<file path="config.mk">
export PLATFORM = sky130hd
export DESIGN_NAME = multichannel_biquad_four_forms
export DESIGN_NICKNAME = d
export VERILOG_FILES = /design/src/hdl/bqf_pkg.sv /design/src/hdl/bqf_serial_mul.sv /design/src/hdl/bqf_state_mem.sv /design/src/hdl/bqf_ctrl.sv /design/src/hdl/multichannel_biquad_four_forms.sv
export SDC_FILE = /design/constraint.sdc
export NUM_CORES = 2
export LEC_CHECK = 0
export ABC_AREA = 1
export BUFFER_PORTS_ARGS = -buffer_cell sky130_fd_sc_hd__buf_4
export CORE_ASPECT_RATIO = 1.4
export CORE_UTILIZATION = 25
export DETAILED_ROUTE_END_ITERATION = 7
export PLACE_DENSITY = 0.48
export SETUP_SLACK_MARGIN = 0.5
export SKIP_CTS_REPAIR_TIMING = 1
export SYNTH_ARGS = -nofsm -noshare
export SYNTH_HDL_FRONTEND = slang
export SYNTH_SLANG_ARGS = --single-unit
</file>
<file path="constraint.sdc">
create_clock -name clk -period 16.2 [get_ports clk]
set_input_delay 3.24 -clock clk [delete_from_list [all_inputs] [get_ports clk]]
set_output_delay 3.24 -clock clk [all_outputs]
set_load 0.1 [all_outputs]
</file>
<file path="src/hdl/bqf_pkg.sv">
package bqf_pkg;

    // Channel and sample format
    localparam int CHANNELS       = 8;
    localparam int CHAN_BITS      = 3;
    localparam int CHAN_AW        = $clog2(CHANNELS);
    localparam int SAMPLE_BITS    = 24;

    // Coefficient and state format
    localparam int COEF_BITS      = 32;
    localparam int COEF_FRAC_BITS = 24;
    localparam int STATE_BITS     = 40;

    // Digit-serial multiplier geometry
    localparam int DIGIT_BITS     = 8;
    localparam int NDIG           = COEF_BITS / DIGIT_BITS;
    localparam int DIG_BITS       = $clog2(NDIG);
    localparam int MUL_HI_BITS    = STATE_BITS + 1;
    localparam int MUL_T_BITS     = STATE_BITS + DIGIT_BITS + 1;
    localparam int MUL_RND        = 1 << (COEF_FRAC_BITS - 1);

    // Rounded product and sum widths
    localparam int PROD_BITS      = STATE_BITS + COEF_BITS - COEF_FRAC_BITS;
    localparam int ACC_BITS       = PROD_BITS + 3;

    // Operation sequencing: five products per sample in every form
    localparam int NOPS           = 5;
    localparam int OP_BITS        = 3;

    // Sample <-> state alignment
    localparam int TS_SHIFT       = COEF_FRAC_BITS - (SAMPLE_BITS - 1);
    localparam int TS_LEFT        = (TS_SHIFT > 0) ? TS_SHIFT : 0;
    localparam int TS_RIGHT       = (TS_SHIFT < 0) ? -TS_SHIFT : 0;
    localparam int TS_RND         = (TS_LEFT > 0) ? (1 << (TS_LEFT - 1)) : 0;

    localparam logic [CHAN_BITS:0] CHAN_LIMIT = (CHAN_BITS + 1)'(CHANNELS);

    // Configuration register indexes
    localparam int CFG_INDEX_BITS = 3;
    localparam logic [CFG_INDEX_BITS-1:0] CFG_B0       = 3'd0;
    localparam logic [CFG_INDEX_BITS-1:0] CFG_B1       = 3'd1;
    localparam logic [CFG_INDEX_BITS-1:0] CFG_B2       = 3'd2;
    localparam logic [CFG_INDEX_BITS-1:0] CFG_FB1      = 3'd3;
    localparam logic [CFG_INDEX_BITS-1:0] CFG_FB2      = 3'd4;
    localparam logic [CFG_INDEX_BITS-1:0] CFG_TOPOLOGY = 3'd5;

    localparam logic [COEF_BITS-1:0] COEF_ONE = COEF_BITS'(64'd1 << COEF_FRAC_BITS);

    typedef logic signed [STATE_BITS-1:0] state_word_t;
    typedef logic signed [COEF_BITS-1:0]  coef_t;

    typedef enum logic [1:0] {
        TOPO_DF1  = 2'd0,
        TOPO_DF2  = 2'd1,
        TOPO_TDF1 = 2'd2,
        TOPO_TDF2 = 2'd3
    } topo_t;

    // One channel's delay state
    typedef struct packed {
        state_word_t in1;
        state_word_t in2;
        state_word_t out1;
        state_word_t out2;
        state_word_t mid1;
        state_word_t mid2;
    } row_t;

    typedef struct packed {
        logic [CHAN_BITS-1:0]          chan;
        logic signed [SAMPLE_BITS-1:0] sample_in;
    } in_item_t;

    typedef struct packed {
        logic [CHAN_BITS-1:0]          chan_out;
        logic signed [SAMPLE_BITS-1:0] sample_out;
        logic                          clipped;
    } out_item_t;

    // Sequencer to datapath controls
    typedef struct packed {
        logic                idle;
        logic                load;
        logic                mul_init;
        logic                mul_step;
        logic                mul_top;
        logic [DIG_BITS-1:0] dig;
        logic                acc;
        logic                fire;
        logic [OP_BITS-1:0]  op;
    } seq_ctl_t;

    // Saturate a sum to the state width
    function automatic state_word_t sat_state(input logic signed [ACC_BITS-1:0] v);
        logic [ACC_BITS-STATE_BITS:0] hi;
        hi = v[ACC_BITS-1:STATE_BITS-1];
        if ((&hi) || !(|hi))
            return v[STATE_BITS-1:0];
        else if (v[ACC_BITS-1])
            return {1'b1, {(STATE_BITS-1){1'b0}}};
        else
            return {1'b0, {(STATE_BITS-1){1'b1}}};
    endfunction

endpackage

</file>
<file path="src/hdl/bqf_serial_mul.sv">
// Digit-serial state x coefficient multiplier, coefficient digits LSB first.
// Rounding offset is preloaded so the result is a plain bit slice.
module bqf_serial_mul
    import bqf_pkg::*;
(
    input  logic                        clk,
    input  logic                        init,
    input  logic                        step,
    input  logic                        top,
    input  logic [DIG_BITS-1:0]         dig,
    input  state_word_t                 operand,
    input  coef_t                       coef,
    output logic signed [PROD_BITS-1:0] prod
);

    logic [NDIG-1:0][DIGIT_BITS-1:0]      digits;
    logic [DIGIT_BITS-1:0]                digit;
    logic signed [DIGIT_BITS:0]           dsig;
    logic signed [MUL_T_BITS-1:0]         pp;
    logic signed [MUL_T_BITS-1:0]         sum;
    logic signed [MUL_HI_BITS-1:0]        hi_reg;
    logic [COEF_BITS-1:0]                 lo_reg;
    logic [MUL_HI_BITS+COEF_BITS-1:0]     full;

    // Current digit: unsigned except the top one
    assign digits = coef;
    assign digit  = digits[dig];
    assign dsig   = top ? $signed({digit[DIGIT_BITS-1], digit}) : $signed({1'b0, digit});

    // Partial product and running sum
    assign pp  = MUL_T_BITS'(operand) * MUL_T_BITS'(dsig);
    assign sum = MUL_T_BITS'(hi_reg) + pp;

    // High part stays parallel, low digits shift out into lo_reg
    always_ff @(posedge clk)
    begin
        if (init)
        begin
            hi_reg <= MUL_HI_BITS'(MUL_RND);
            lo_reg <= '0;
        end
        else if (step)
        begin
            hi_reg <= sum[MUL_T_BITS-1:DIGIT_BITS];
            lo_reg <= {sum[DIGIT_BITS-1:0], lo_reg[COEF_BITS-1:DIGIT_BITS]};
        end
    end

    // Drop the fraction bits (round half up via the preload)
    assign full = {hi_reg, lo_reg};
    assign prod = full[COEF_FRAC_BITS +: PROD_BITS];

endmodule

</file>
<file path="src/hdl/bqf_state_mem.sv">
// Per-channel delay state: one row per channel, registered read,
// valid bit per row so a cleared row reads as zero.
module bqf_state_mem
    import bqf_pkg::*;
(
    input  logic               clk,
    input  logic               rst_n,
    input  logic               clear,
    input  logic               rd_en,
    input  logic [CHAN_AW-1:0] rd_addr,
    input  logic               wr_en,
    input  logic [CHAN_AW-1:0] wr_addr,
    input  row_t               wr_row,
    output row_t               rd_row
);

    row_t                mem [CHANNELS];
    row_t                rd_data_reg;
    logic                rd_valid_reg;
    logic [CHANNELS-1:0] valid_reg;

    // Row storage
    always_ff @(posedge clk)
    begin
        if (wr_en)
            mem[wr_addr] <= wr_row;
        if (rd_en)
            rd_data_reg <= mem[rd_addr];
    end

    // Valid bits: cleared on reset and on a topology change
    always_ff @(posedge clk or negedge rst_n)
    begin
        if (!rst_n)
        begin
            valid_reg    <= '0;
            rd_valid_reg <= 1'b0;
        end
        else
        begin
            if (clear)
                valid_reg <= '0;
            else if (wr_en)
                valid_reg[wr_addr] <= 1'b1;
            if (rd_en)
                rd_valid_reg <= valid_reg[rd_addr];
        end
    end

    assign rd_row = rd_valid_reg ? rd_data_reg : '0;

endmodule

</file>
<file path="src/hdl/bqf_ctrl.sv">
// Sequencer: load, then five products of NDIG digit steps plus one
// accumulate step each (none when skipping), then write back and hand off the result.
module bqf_ctrl
    import bqf_pkg::*;
(
    input  logic     clk,
    input  logic     rst_n,
    input  logic     start,
    input  logic     skip,
    input  logic     out_free,
    output seq_ctl_t ctl
);

    typedef enum logic [4:0] {
        ST_IDLE = 5'b00001,
        ST_LOAD = 5'b00010,
        ST_MUL  = 5'b00100,
        ST_ACC  = 5'b01000,
        ST_DONE = 5'b10000
    } state_t;

    localparam logic [DIG_BITS-1:0] DIG_LAST = DIG_BITS'(NDIG - 1);
    localparam logic [OP_BITS-1:0]  OP_LAST  = OP_BITS'(NOPS - 1);

    state_t              state_reg, state_next;
    logic [DIG_BITS-1:0] dig_reg, dig_next;
    logic [OP_BITS-1:0]  op_reg, op_next;

    // Next state
    always_comb
    begin
        state_next = state_reg;
        dig_next   = dig_reg;
        op_next    = op_reg;
        unique case (state_reg)
            ST_IDLE:
            begin
                if (start)
                    state_next = ST_LOAD;
            end
            ST_LOAD:
            begin
                dig_next   = '0;
                op_next    = '0;
                state_next = skip ? ST_DONE : ST_MUL;
            end
            ST_MUL:
            begin
                dig_next = dig_reg + 1'b1;
                if (dig_reg == DIG_LAST)
                    state_next = ST_ACC;
            end
            ST_ACC:
            begin
                if (op_reg == OP_LAST)
                    state_next = ST_DONE;
                else
                begin
                    op_next    = op_reg + 1'b1;
                    dig_next   = '0;
                    state_next = ST_MUL;
                end
            end
            ST_DONE:
            begin
                if (out_free)
                    state_next = ST_IDLE;
            end
            default:
            begin
                state_next = ST_IDLE;
            end
        endcase
    end

    always_ff @(posedge clk or negedge rst_n)
    begin
        if (!rst_n)
        begin
            state_reg <= ST_IDLE;
            dig_reg   <= '0;
            op_reg    <= '0;
        end
        else
        begin
            state_reg <= state_next;
            dig_reg   <= dig_next;
            op_reg    <= op_next;
        end
    end

    // Controls to the datapath
    always_comb
    begin
        ctl.idle     = (state_reg == ST_IDLE);
        ctl.load     = (state_reg == ST_LOAD);
        ctl.mul_init = ((state_reg == ST_LOAD) && !skip)
                    || ((state_reg == ST_ACC) && (op_reg != OP_LAST));
        ctl.mul_step = (state_reg == ST_MUL);
        ctl.mul_top  = (state_reg == ST_MUL) && (dig_reg == DIG_LAST);
        ctl.dig      = dig_reg;
        ctl.acc      = (state_reg == ST_ACC);
        ctl.fire     = (state_reg == ST_DONE) && out_free;
        ctl.op       = op_reg;
    end

endmodule

</file>
<file path="src/hdl/multichannel_biquad_four_forms.sv">
// Channel   Signals                                   Moves
// --------  ----------------------------------------  ------------------------------
// in        in_valid, in_stall, in_data               chan, sample_in request
// out       out_valid, out_stall, out_data            chan_out, sample_out, clipped
// cfg       cfg_valid, cfg_ready, cfg_index, cfg_data register write request
//
// Each sample runs from accept to the next accept through a load step, five
// products of 4 digit steps plus 1 accumulate step each in the shared digit-serial
// multiplier, a write-back step and an idle step. A channel past CHANNELS skips
// the products. Reset (rst_n, async, low) restores register defaults and clears
// all delay state. A stalled result stays in the output register; the next request
// is still taken and runs until its own write-back, where it waits for the slot.
module multichannel_biquad_four_forms
    import bqf_pkg::*;
(
    input  logic                      clk,
    input  logic                      rst_n,
    input  logic                      in_valid,
    output logic                      in_stall,
    input  in_item_t                  in_data,
    output logic                      out_valid,
    input  logic                      out_stall,
    output out_item_t                 out_data,
    input  logic                      cfg_valid,
    output logic                      cfg_ready,
    input  logic [CFG_INDEX_BITS-1:0] cfg_index,
    input  logic [COEF_BITS-1:0]      cfg_data
);

    typedef enum logic [3:0] {
        OPND_X, OPND_W, OPND_Y, OPND_IN1, OPND_IN2,
        OPND_OUT1, OPND_OUT2, OPND_MID1, OPND_MID2
    } opnd_t;

    typedef enum logic [2:0] {
        CF_B0, CF_B1, CF_B2, CF_FB1, CF_FB2
    } coef_sel_t;

    typedef enum logic [2:0] {
        BASE_ZERO, BASE_X, BASE_IN1, BASE_IN2, BASE_MID1
    } base_t;

    typedef enum logic [2:0] {
        DST_NONE, DST_W, DST_Y, DST_IN1, DST_IN2, DST_MID1, DST_MID2
    } dest_t;

    typedef struct packed {
        opnd_t     opnd;
        coef_sel_t coef;
        logic      first;
        base_t     base;
        logic      last;
        dest_t     dest;
    } op_ctl_t;

    localparam int YW = STATE_BITS + 1 + TS_RIGHT;

    function automatic op_ctl_t mk_op(input opnd_t o, input coef_sel_t c, input logic f,
                                      input base_t b, input logic l, input dest_t d);
        op_ctl_t r;
        r.opnd  = o;
        r.coef  = c;
        r.first = f;
        r.base  = b;
        r.last  = l;
        r.dest  = d;
        return r;
    endfunction

    // Product schedule per form; base is added at the first product of a sum
    function automatic op_ctl_t op_table(input topo_t t, input logic [OP_BITS-1:0] op);
        op_ctl_t r;
        r = mk_op(OPND_X, CF_B0, 1'b0, BASE_ZERO, 1'b0, DST_NONE);
        unique case (t)
            TOPO_DF1:
            begin
                unique case (op)
                    3'd0: r = mk_op(OPND_X,    CF_B0,  1'b1, BASE_ZERO, 1'b0, DST_NONE);
                    3'd1: r = mk_op(OPND_IN1,  CF_B1,  1'b0, BASE_ZERO, 1'b0, DST_NONE);
                    3'd2: r = mk_op(OPND_IN2,  CF_B2,  1'b0, BASE_ZERO, 1'b0, DST_NONE);
                    3'd3: r = mk_op(OPND_OUT1, CF_FB1, 1'b0, BASE_ZERO, 1'b0, DST_NONE);
                    3'd4: r = mk_op(OPND_OUT2, CF_FB2, 1'b0, BASE_ZERO, 1'b1, DST_Y);
                    default: ;
                endcase
            end
            TOPO_DF2:
            begin
                unique case (op)
                    3'd0: r = mk_op(OPND_MID1, CF_FB1, 1'b1, BASE_X,    1'b0, DST_NONE);
                    3'd1: r = mk_op(OPND_MID2, CF_FB2, 1'b0, BASE_ZERO, 1'b1, DST_W);
                    3'd2: r = mk_op(OPND_W,    CF_B0,  1'b1, BASE_ZERO, 1'b0, DST_NONE);
                    3'd3: r = mk_op(OPND_MID1, CF_B1,  1'b0, BASE_ZERO, 1'b0, DST_NONE);
                    3'd4: r = mk_op(OPND_MID2, CF_B2,  1'b0, BASE_ZERO, 1'b1, DST_Y);
                    default: ;
                endcase
            end
            TOPO_TDF1:
            begin
                unique case (op)
                    3'd0: r = mk_op(OPND_W, CF_B0,  1'b1, BASE_IN2,  1'b1, DST_Y);
                    3'd1: r = mk_op(OPND_W, CF_B1,  1'b1, BASE_IN1,  1'b1, DST_IN2);
                    3'd2: r = mk_op(OPND_W, CF_FB1, 1'b1, BASE_MID1, 1'b1, DST_MID2);
                    3'd3: r = mk_op(OPND_W, CF_B2,  1'b1, BASE_ZERO, 1'b1, DST_IN1);
                    3'd4: r = mk_op(OPND_W, CF_FB2, 1'b1, BASE_ZERO, 1'b1, DST_MID1);
                    default: ;
                endcase
            end
            TOPO_TDF2:
            begin
                unique case (op)
                    3'd0: r = mk_op(OPND_X, CF_B0,  1'b1, BASE_IN2,  1'b1, DST_Y);
                    3'd1: r = mk_op(OPND_X, CF_B1,  1'b1, BASE_IN1,  1'b0, DST_NONE);
                    3'd2: r = mk_op(OPND_Y, CF_FB1, 1'b0, BASE_ZERO, 1'b1, DST_IN2);
                    3'd3: r = mk_op(OPND_X, CF_B2,  1'b1, BASE_ZERO, 1'b0, DST_NONE);
                    3'd4: r = mk_op(OPND_Y, CF_FB2, 1'b0, BASE_ZERO, 1'b1, DST_IN1);
                    default: ;
                endcase
            end
            default: ;
        endcase
        return r;
    endfunction

    // Sample to state format
    function automatic state_word_t to_state(input logic signed [SAMPLE_BITS-1:0] s);
        state_word_t v;
        v = STATE_BITS'(s);
        v = v <<< TS_LEFT;
        v = v >>> TS_RIGHT;
        return v;
    endfunction

    seq_ctl_t                    ctl;
    op_ctl_t                     cur_op;
    row_t                        old_row;
    row_t                        wr_row;
    row_t                        nrow_reg;
    logic [CHAN_BITS-1:0]        chan_reg;
    state_word_t                 x_reg;
    state_word_t                 w_reg;
    state_word_t                 y_reg;
    logic signed [ACC_BITS-1:0]  acc_reg;
    logic signed [ACC_BITS-1:0]  acc_sum;
    state_word_t                 acc_sat;
    state_word_t                 base_val;
    state_word_t                 mul_opnd;
    coef_t                       mul_coef;
    logic signed [PROD_BITS-1:0] prod;
    coef_t                       b0_reg, b1_reg, b2_reg, fb1_reg, fb2_reg;
    topo_t                       topo_reg;
    logic                        in_accept;
    logic                        cfg_write;
    logic                        skip;
    logic                        out_free;
    logic                        out_valid_reg;
    out_item_t                   out_reg;
    logic signed [YW-1:0]        y_round;
    logic [YW-SAMPLE_BITS:0]     y_hi;
    logic                        y_fits;
    logic [SAMPLE_BITS-1:0]      y_sample;

    // Handshakes
    assign in_stall  = !ctl.idle;
    assign in_accept = in_valid && !in_stall;
    assign cfg_ready = 1'b1;
    assign cfg_write = cfg_valid && cfg_ready;
    assign out_free  = !out_valid_reg || !out_stall;
    assign skip      = ({1'b0, chan_reg} >= CHAN_LIMIT);

    // Configuration registers
    always_ff @(posedge clk or negedge rst_n)
    begin
        if (!rst_n)
        begin
            b0_reg   <= COEF_ONE;
            b1_reg   <= '0;
            b2_reg   <= '0;
            fb1_reg  <= '0;
            fb2_reg  <= '0;
            topo_reg <= TOPO_TDF2;
        end
        else if (cfg_write)
        begin
            unique case (cfg_index)
                CFG_B0:       b0_reg   <= cfg_data;
                CFG_B1:       b1_reg   <= cfg_data;
                CFG_B2:       b2_reg   <= cfg_data;
                CFG_FB1:      fb1_reg  <= cfg_data;
                CFG_FB2:      fb2_reg  <= cfg_data;
                CFG_TOPOLOGY: topo_reg <= topo_t'(cfg_data[1:0]);
                default: ;
            endcase
        end
    end

    bqf_ctrl u_ctrl (
        .clk      (clk),
        .rst_n    (rst_n),
        .start    (in_valid),
        .skip     (skip),
        .out_free (out_free),
        .ctl      (ctl)
    );

    bqf_state_mem u_mem (
        .clk     (clk),
        .rst_n   (rst_n),
        .clear   (cfg_write && (cfg_index == CFG_TOPOLOGY)),
        .rd_en   (in_accept),
        .rd_addr (in_data.chan[CHAN_AW-1:0]),
        .wr_en   (ctl.fire && !skip),
        .wr_addr (chan_reg[CHAN_AW-1:0]),
        .wr_row  (wr_row),
        .rd_row  (old_row)
    );

    // Operand, coefficient and base selection for the current product
    assign cur_op = op_table(topo_reg, ctl.op);

    always_comb
    begin
        unique case (cur_op.opnd)
            OPND_X:    mul_opnd = x_reg;
            OPND_W:    mul_opnd = w_reg;
            OPND_Y:    mul_opnd = y_reg;
            OPND_IN1:  mul_opnd = old_row.in1;
            OPND_IN2:  mul_opnd = old_row.in2;
            OPND_OUT1: mul_opnd = old_row.out1;
            OPND_OUT2: mul_opnd = old_row.out2;
            OPND_MID1: mul_opnd = old_row.mid1;
            OPND_MID2: mul_opnd = old_row.mid2;
            default:   mul_opnd = x_reg;
        endcase

        unique case (cur_op.coef)
            CF_B0:   mul_coef = b0_reg;
            CF_B1:   mul_coef = b1_reg;
            CF_B2:   mul_coef = b2_reg;
            CF_FB1:  mul_coef = fb1_reg;
            CF_FB2:  mul_coef = fb2_reg;
            default: mul_coef = b0_reg;
        endcase

        unique case (cur_op.base)
            BASE_ZERO: base_val = '0;
            BASE_X:    base_val = x_reg;
            BASE_IN1:  base_val = old_row.in1;
            BASE_IN2:  base_val = old_row.in2;
            BASE_MID1: base_val = old_row.mid1;
            default:   base_val = '0;
        endcase
    end

    bqf_serial_mul u_mul (
        .clk     (clk),
        .init    (ctl.mul_init),
        .step    (ctl.mul_step),
        .top     (ctl.mul_top),
        .dig     (ctl.dig),
        .operand (mul_opnd),
        .coef    (mul_coef),
        .prod    (prod)
    );

    // Accumulate the rounded product
    assign acc_sum = (cur_op.first ? ACC_BITS'(base_val) : acc_reg) + ACC_BITS'(prod);
    assign acc_sat = sat_state(acc_sum);

    // Datapath registers
    always_ff @(posedge clk)
    begin
        if (in_accept)
        begin
            chan_reg <= in_data.chan;
            x_reg    <= to_state(in_data.sample_in);
        end
        if (ctl.load)
        begin
            nrow_reg <= old_row;
            // transposed DF-I input node
            w_reg    <= sat_state(ACC_BITS'(x_reg) + ACC_BITS'(old_row.mid2));
        end
        if (ctl.acc)
        begin
            acc_reg <= acc_sum;
            if (cur_op.last)
            begin
                unique case (cur_op.dest)
                    DST_W:    w_reg         <= acc_sat;
                    DST_Y:    y_reg         <= acc_sat;
                    DST_IN1:  nrow_reg.in1  <= acc_sat;
                    DST_IN2:  nrow_reg.in2  <= acc_sat;
                    DST_MID1: nrow_reg.mid1 <= acc_sat;
                    DST_MID2: nrow_reg.mid2 <= acc_sat;
                    default: ;
                endcase
            end
        end
    end

    // Row written back: direct forms shift their delay lines here
    always_comb
    begin
        wr_row = nrow_reg;
        unique case (topo_reg)
            TOPO_DF1:
            begin
                wr_row.in1  = x_reg;
                wr_row.in2  = old_row.in1;
                wr_row.out1 = y_reg;
                wr_row.out2 = old_row.out1;
            end
            TOPO_DF2:
            begin
                wr_row.mid1 = w_reg;
                wr_row.mid2 = old_row.mid1;
            end
            TOPO_TDF1, TOPO_TDF2:
            begin
                wr_row = nrow_reg;
            end
            default:
            begin
                wr_row = nrow_reg;
            end
        endcase
    end

    // Output rounding and saturation
    always_comb
    begin
        y_round  = (YW'(y_reg) + YW'(TS_RND)) >>> TS_LEFT;
        y_round  = y_round <<< TS_RIGHT;
        y_hi     = y_round[YW-1:SAMPLE_BITS-1];
        y_fits   = (&y_hi) || !(|y_hi);
        if (y_fits)
            y_sample = y_round[SAMPLE_BITS-1:0];
        else if (y_round[YW-1])
            y_sample = {1'b1, {(SAMPLE_BITS-1){1'b0}}};
        else
            y_sample = {1'b0, {(SAMPLE_BITS-1){1'b1}}};
    end

    // Output register
    always_ff @(posedge clk or negedge rst_n)
    begin
        if (!rst_n)
            out_valid_reg <= 1'b0;
        else if (ctl.fire)
            out_valid_reg <= 1'b1;
        else if (!out_stall)
            out_valid_reg <= 1'b0;
    end

    always_ff @(posedge clk)
    begin
        if (ctl.fire)
        begin
            out_reg.chan_out   <= chan_reg;
            out_reg.sample_out <= skip ? '0 : y_sample;
            out_reg.clipped    <= skip ? 1'b0 : !y_fits;
        end
    end

    assign out_valid = out_valid_reg;
    assign out_data  = out_reg;

endmodule
</file>
==> out/results.md <==
| Step | Quantity | Value |
|:---|:---|:---|
| status | Status | finished, violations left |
| status | Violated checks | max-capacitance violations, max-slew violations |
| critical path | Crit Reg-Reg Startpoint | topo_reg[1]$_DFFE_PN1P_ |
| drt | Total via count in the routed design | 101619 |
| timing | Final worst path period share | 64.13% |
| clock network | Worst-Skew Late Latency | 1.05 ns |
| logic synthesis | Proportion of synthesized area in mux cells | 0% |
| die | Die Area | 0.5459 sq mm |
| drt | Routed met2 length | 252200 microns |
| drt | DR top layer | met5 |
| logic synthesis | Synthesized-area fraction occupied by ao, oa, aoi and oai cells | 11.32% |
| logic synthesis | Mapped cell area | 0.1357 sq mm |
| drt | First-pass DRT Iterations | 6 |
| critical path | Crit. Startpoint | topo_reg[1]$_DFFE_PN1P_ |
| logic synthesis | Proportion of synthesized chip area in sequential cells | 59.83% |
| die | Cell Rows | 319 |
| drt | Final routed wire length divided by cell count | 24.74 microns |
| global route | Global-route wire length before repair | 736100 microns |
| critical path | Element type at the critical path end | flip-flop |
| place | Number of instances in the placed design | 20444 |
| critical path | Delay of the slowest cell on the worst path | 0.87 ns |
| timing | Worst-case hold slack | 0.4784 ns |
| clock network | Clock transition at the registers of the reported paths | 0.06 ns |
| critical path | Worst EP arrival | 11.33 ns |
| critical path | Reg-to-Reg End | u_mul.hi_reg[28]$_SDFFE_PN0N_ |
| die | Die outline height | 873.8 microns |
| logic synthesis | Synth Area per Inst | 9.977 sq um |
| logic synthesis | Netlist cell types | 64 |
| timing | Max Clk Rate | 0.09625 GHz |
| cells and area | Utilization of the core after routing | 28.64% |
| critical path | CP Launch Type | flip-flop |
| die | Floorplan core area | 0.5396 sq mm |
| logic synthesis | Mapped Cells | 13603 |
| cells and area | Sequential cell area in the final layout | 0.08120 sq mm |
| critical path | Critical path endpoint | u_mul.hi_reg[28]$_SDFFE_PN0N_ |
| global route | Largest net degree at the start of global routing | 171 |
| timing | Final-report hold violation count | 0 |
| logic synthesis | Prevailing post-synth register cell | sky130_fd_sc_hd__edfxtp_1 |
| logic synthesis | Number of warnings reported in the yosys synthesis log | 0 |
| logic synthesis | Share of synthesized cell area in full adder, half adder and majority cells | 6.808% |
| timing | Number of max-slew violations in the final report | 9 |
| timing | Worst slew slack as a fraction of its limit | -4.130% |
| clock network | Maximum root-to-sink buffer count | 4 |
| logic synthesis | Number of nets produced by synthesis | 14208 |
| place | RD Place Congestion | 0.9896 |
| cells and area | Non-filler instance count after layout | 21002 |
| drt | Antenna Violating Nets Remaining | 0 |
| drt | Wire length the detailed router placed on met1 | 200900 microns |
| flow run | Max-cap violations | 1 |
| global route | Residual overflow from global routing | 0 |
| timing | Unrepaired setup endpoints after global routing | no |
| cells and area | Fraction of layout instances using a drive strength above 1 | 6.785% |
| critical path | Required time worst endpoint | 17.14 ns |
| clock network | CTS H-tree depth | 5 |
| die | Starting Density | 25.15% |
| logic synthesis | Synthesized-area fraction occupied by and/or/nand/nor cells | 15.58% |
| clock network | Clock root cell | sky130_fd_sc_hd__clkbuf_16 |
| worst hold path | Hold Crit Depth | 2 |
| timing | Post-Route Skew | 0.08494 ns |
| cells and area | Area occupied by multi-input gates | 0.04726 sq mm |
| worst hold path | Class of the tightest hold or removal check | reg -> reg |
| clock network | Number of buffers created by CTS | 300 |
| clock network | Number of sinks handled by clock tree synthesis | 2817 |
| timing | Transition time at the pin with the least slew margin | 1.552 ns |
| cells and area | Area growth syn-to-layout | 13.88% |
| critical path | Critical path's slowest cell | sky130_fd_sc_hd__inv_1 |
| timing | Summed negative setup slack over all endpoints | 0 ns |
| drt | Routed met3 length | 31750 microns |
| timing | Clock period minus final worst setup slack | 10.39 ns |
| drt | Vias per Instance | 4.839 |
| critical path | Top cell by count, worst path | sky130_fd_sc_hd__inv_1 |
| logic synthesis | Dominant combinational cell family by area after synthesis | simple AND/OR/NAND/NOR gates |
| cells and area | Max reg flops | 1920 |
| logic synthesis | Number of enable flip-flop cells after synthesis | 2386 |
| drt | Residual DRC | 0 |
| logic synthesis | Flip-flop and latch count after synthesis | 2817 |
| die | Width of the die | 624.7 microns |
| drt | Violation count after the first detailed-route iteration | 9058 |
| critical path | Setup slack, reg-to-reg | 5.81 ns |
| die | Total I/O pin count | 98 |
| drt | Aggregate routed wire length | 519600 microns |
| cells and area | Leading cell type in the layout, fill and taps excluded | sky130_fd_sc_hd__nand2_1 |
| critical path | Highest net fanout along the worst path | 26 |
| place | PortBufs | 96 |
| global route | Vias in the first global route | 99629 |
| logic synthesis | Async S/R FF share, synth | 6.461% |
| logic synthesis | XOR/XNOR share of the synthesized area | 0.9487% |
| critical path | Critical path class | reg -> reg |
| cells and area | Total number of nets in the final design | 14129 |
| clock network | TritonCTS clock tree | done |
| place | Total half-perimeter wirelength after legalization and detailed placement | 343000 microns |
| cells and area | Filler Cells Inserted | 56933 |
| cells and area | Top library cells by usage in the layout, fill and taps aside | sky130_fd_sc_hd__nand2_1, sky130_fd_sc_hd__edfxtp_1, sky130_fd_sc_hd__nor2_1 |
| global route | Initial antenna violation count | 25 |
| timing | Number of setup violations in the final report | 0 |
| global route | Aggregate global-route resource usage | 18.53% |
| critical path | R2R cell count | 34 |
-- stage by stage --
step | worst slack, ns | instance area [sq um]
final | 5.810 | 154500
after global routing | 5.565 | 154500
after CTS | 6.025 | 154500
after detailed placement | 5.416 | 144800
after global placement | 5.376 | 144800
after floorplan | 0.8920 | 135700
-- kinds of logic (layout without fill, tap and decap cells) --
group | after synthesis | in the layout
flops | 2817 | 2817
buf+inv | 1947 | 2110
simple gates | 5382 | 5382
fa+ha+maj | 538 | 538
xor+xnor | 147 | 147
compound gates | 2771 | 2771
other cells | 1 | 15
-- how the worst min path moves through the flow --
stage	slack [ns]	from	endpoint
3_3_place_gp	0.46	b0_reg[16]$_DFFE_PN0P_	b0_reg[16]$_DFFE_PN0P_
2_1_floorplan	0.45	b0_reg[16]$_DFFE_PN0P_	b0_reg[16]$_DFFE_PN0P_
3_5_place_dp	0.47	b0_reg[16]$_DFFE_PN0P_	b0_reg[16]$_DFFE_PN0P_
6_report	0.48	b0_reg[16]$_DFFE_PN0P_	b0_reg[16]$_DFFE_PN0P_
4_1_cts	0.48	b0_reg[16]$_DFFE_PN0P_	b0_reg[16]$_DFFE_PN0P_
5_1_grt	0.50	fb2_reg[20]$_DFFE_PN0P_	fb2_reg[20]$_DFFE_PN0P_
-- synth_stat cells (5+ instances only) --
master                      number  area [sq um]
sky130_fd_sc_hd__o211ai_1      101         758.2
sky130_fd_sc_hd__dfrtp_1       178          4454
sky130_fd_sc_hd__clkbuf_1      593          2226
sky130_fd_sc_hd__nor2_1       2242          8416
sky130_fd_sc_hd__nand2_1      2679         10060
sky130_fd_sc_hd__a21oi_1       234          1171
sky130_fd_sc_hd__o21a_1         15         112.6
sky130_fd_sc_hd__dfxtp_1       249          4985
sky130_fd_sc_hd__or2_2          16         100.1
sky130_fd_sc_hd__ha_1          204          2552
sky130_fd_sc_hd__clkinv_1        8         30.03
sky130_fd_sc_hd__nor2_2         32         200.2
sky130_fd_sc_hd__buf_1          38         142.6
sky130_fd_sc_hd__nand2_2        18         112.6
sky130_fd_sc_hd__and2_1          7         43.79
sky130_fd_sc_hd__nor4_1         19         118.9
sky130_fd_sc_hd__buf_6           6         67.56
sky130_fd_sc_hd__o21ai_0      1655          8283
sky130_fd_sc_hd__a31o_2          5         43.79
sky130_fd_sc_hd__o21bai_1       23         172.7
sky130_fd_sc_hd__o21ai_1        12         60.06
sky130_fd_sc_hd__nand4_1        86         538.0
sky130_fd_sc_hd__a22o_1          5         43.79
sky130_fd_sc_hd__o2111ai_1      36         315.3
sky130_fd_sc_hd__edfxtp_1     2386         71650
sky130_fd_sc_hd__buf_2          52         260.3
sky130_fd_sc_hd__xor2_1        100         875.8
sky130_fd_sc_hd__a21o_1         17         127.6
sky130_fd_sc_hd__xnor2_1        47         411.6
sky130_fd_sc_hd__nor3_1         45         225.2
sky130_fd_sc_hd__fa_1          334          6686
sky130_fd_sc_hd__nor3b_1         6         45.04
sky130_fd_sc_hd__a31oi_1       284          1777
sky130_fd_sc_hd__o22ai_1       351          2196
sky130_fd_sc_hd__buf_4          16         120.1
sky130_fd_sc_hd__a21boi_0        8         60.06
sky130_fd_sc_hd__nand3_1       208          1041
sky130_fd_sc_hd__inv_2          31         116.4
sky130_fd_sc_hd__inv_1        1201          4508
-- final cells by class --
cell class / count / share of cell area [%]
sequential: 2817 / 52.54
multi-input combinational: 8839 / 30.58
tap: 7222 / 5.847
clock buffer: 384 / 5.186
inverter: 1242 / 3.039
timing repair buffer: 324 / 1.717
clock inverter: 160 / 1.068
antenna: 14 / 0.02267
-- routing by layer --
metal	global-route usage, %	up-vias
met3	3.160	1104
met5	0	-
met1	21.59	51020
li1	-	45968
met4	10.93	14
met2	31.92	3513
-- worst max-delay path, delay by kind of cell (launching register included) --
family	cells	cell delay (ns)
adder cells (fa/ha/maj)	6	2.82
AND/OR/NAND/NOR	11	2.74
buffers and inverters	10	2.21
AO/OA/AOI/OAI	7	1.77
flip-flops	1	0.65
Power is left out: the tool's default activity adds up to more than one toggle a clock period on the data nets, which glitch-free logic cannot reach.
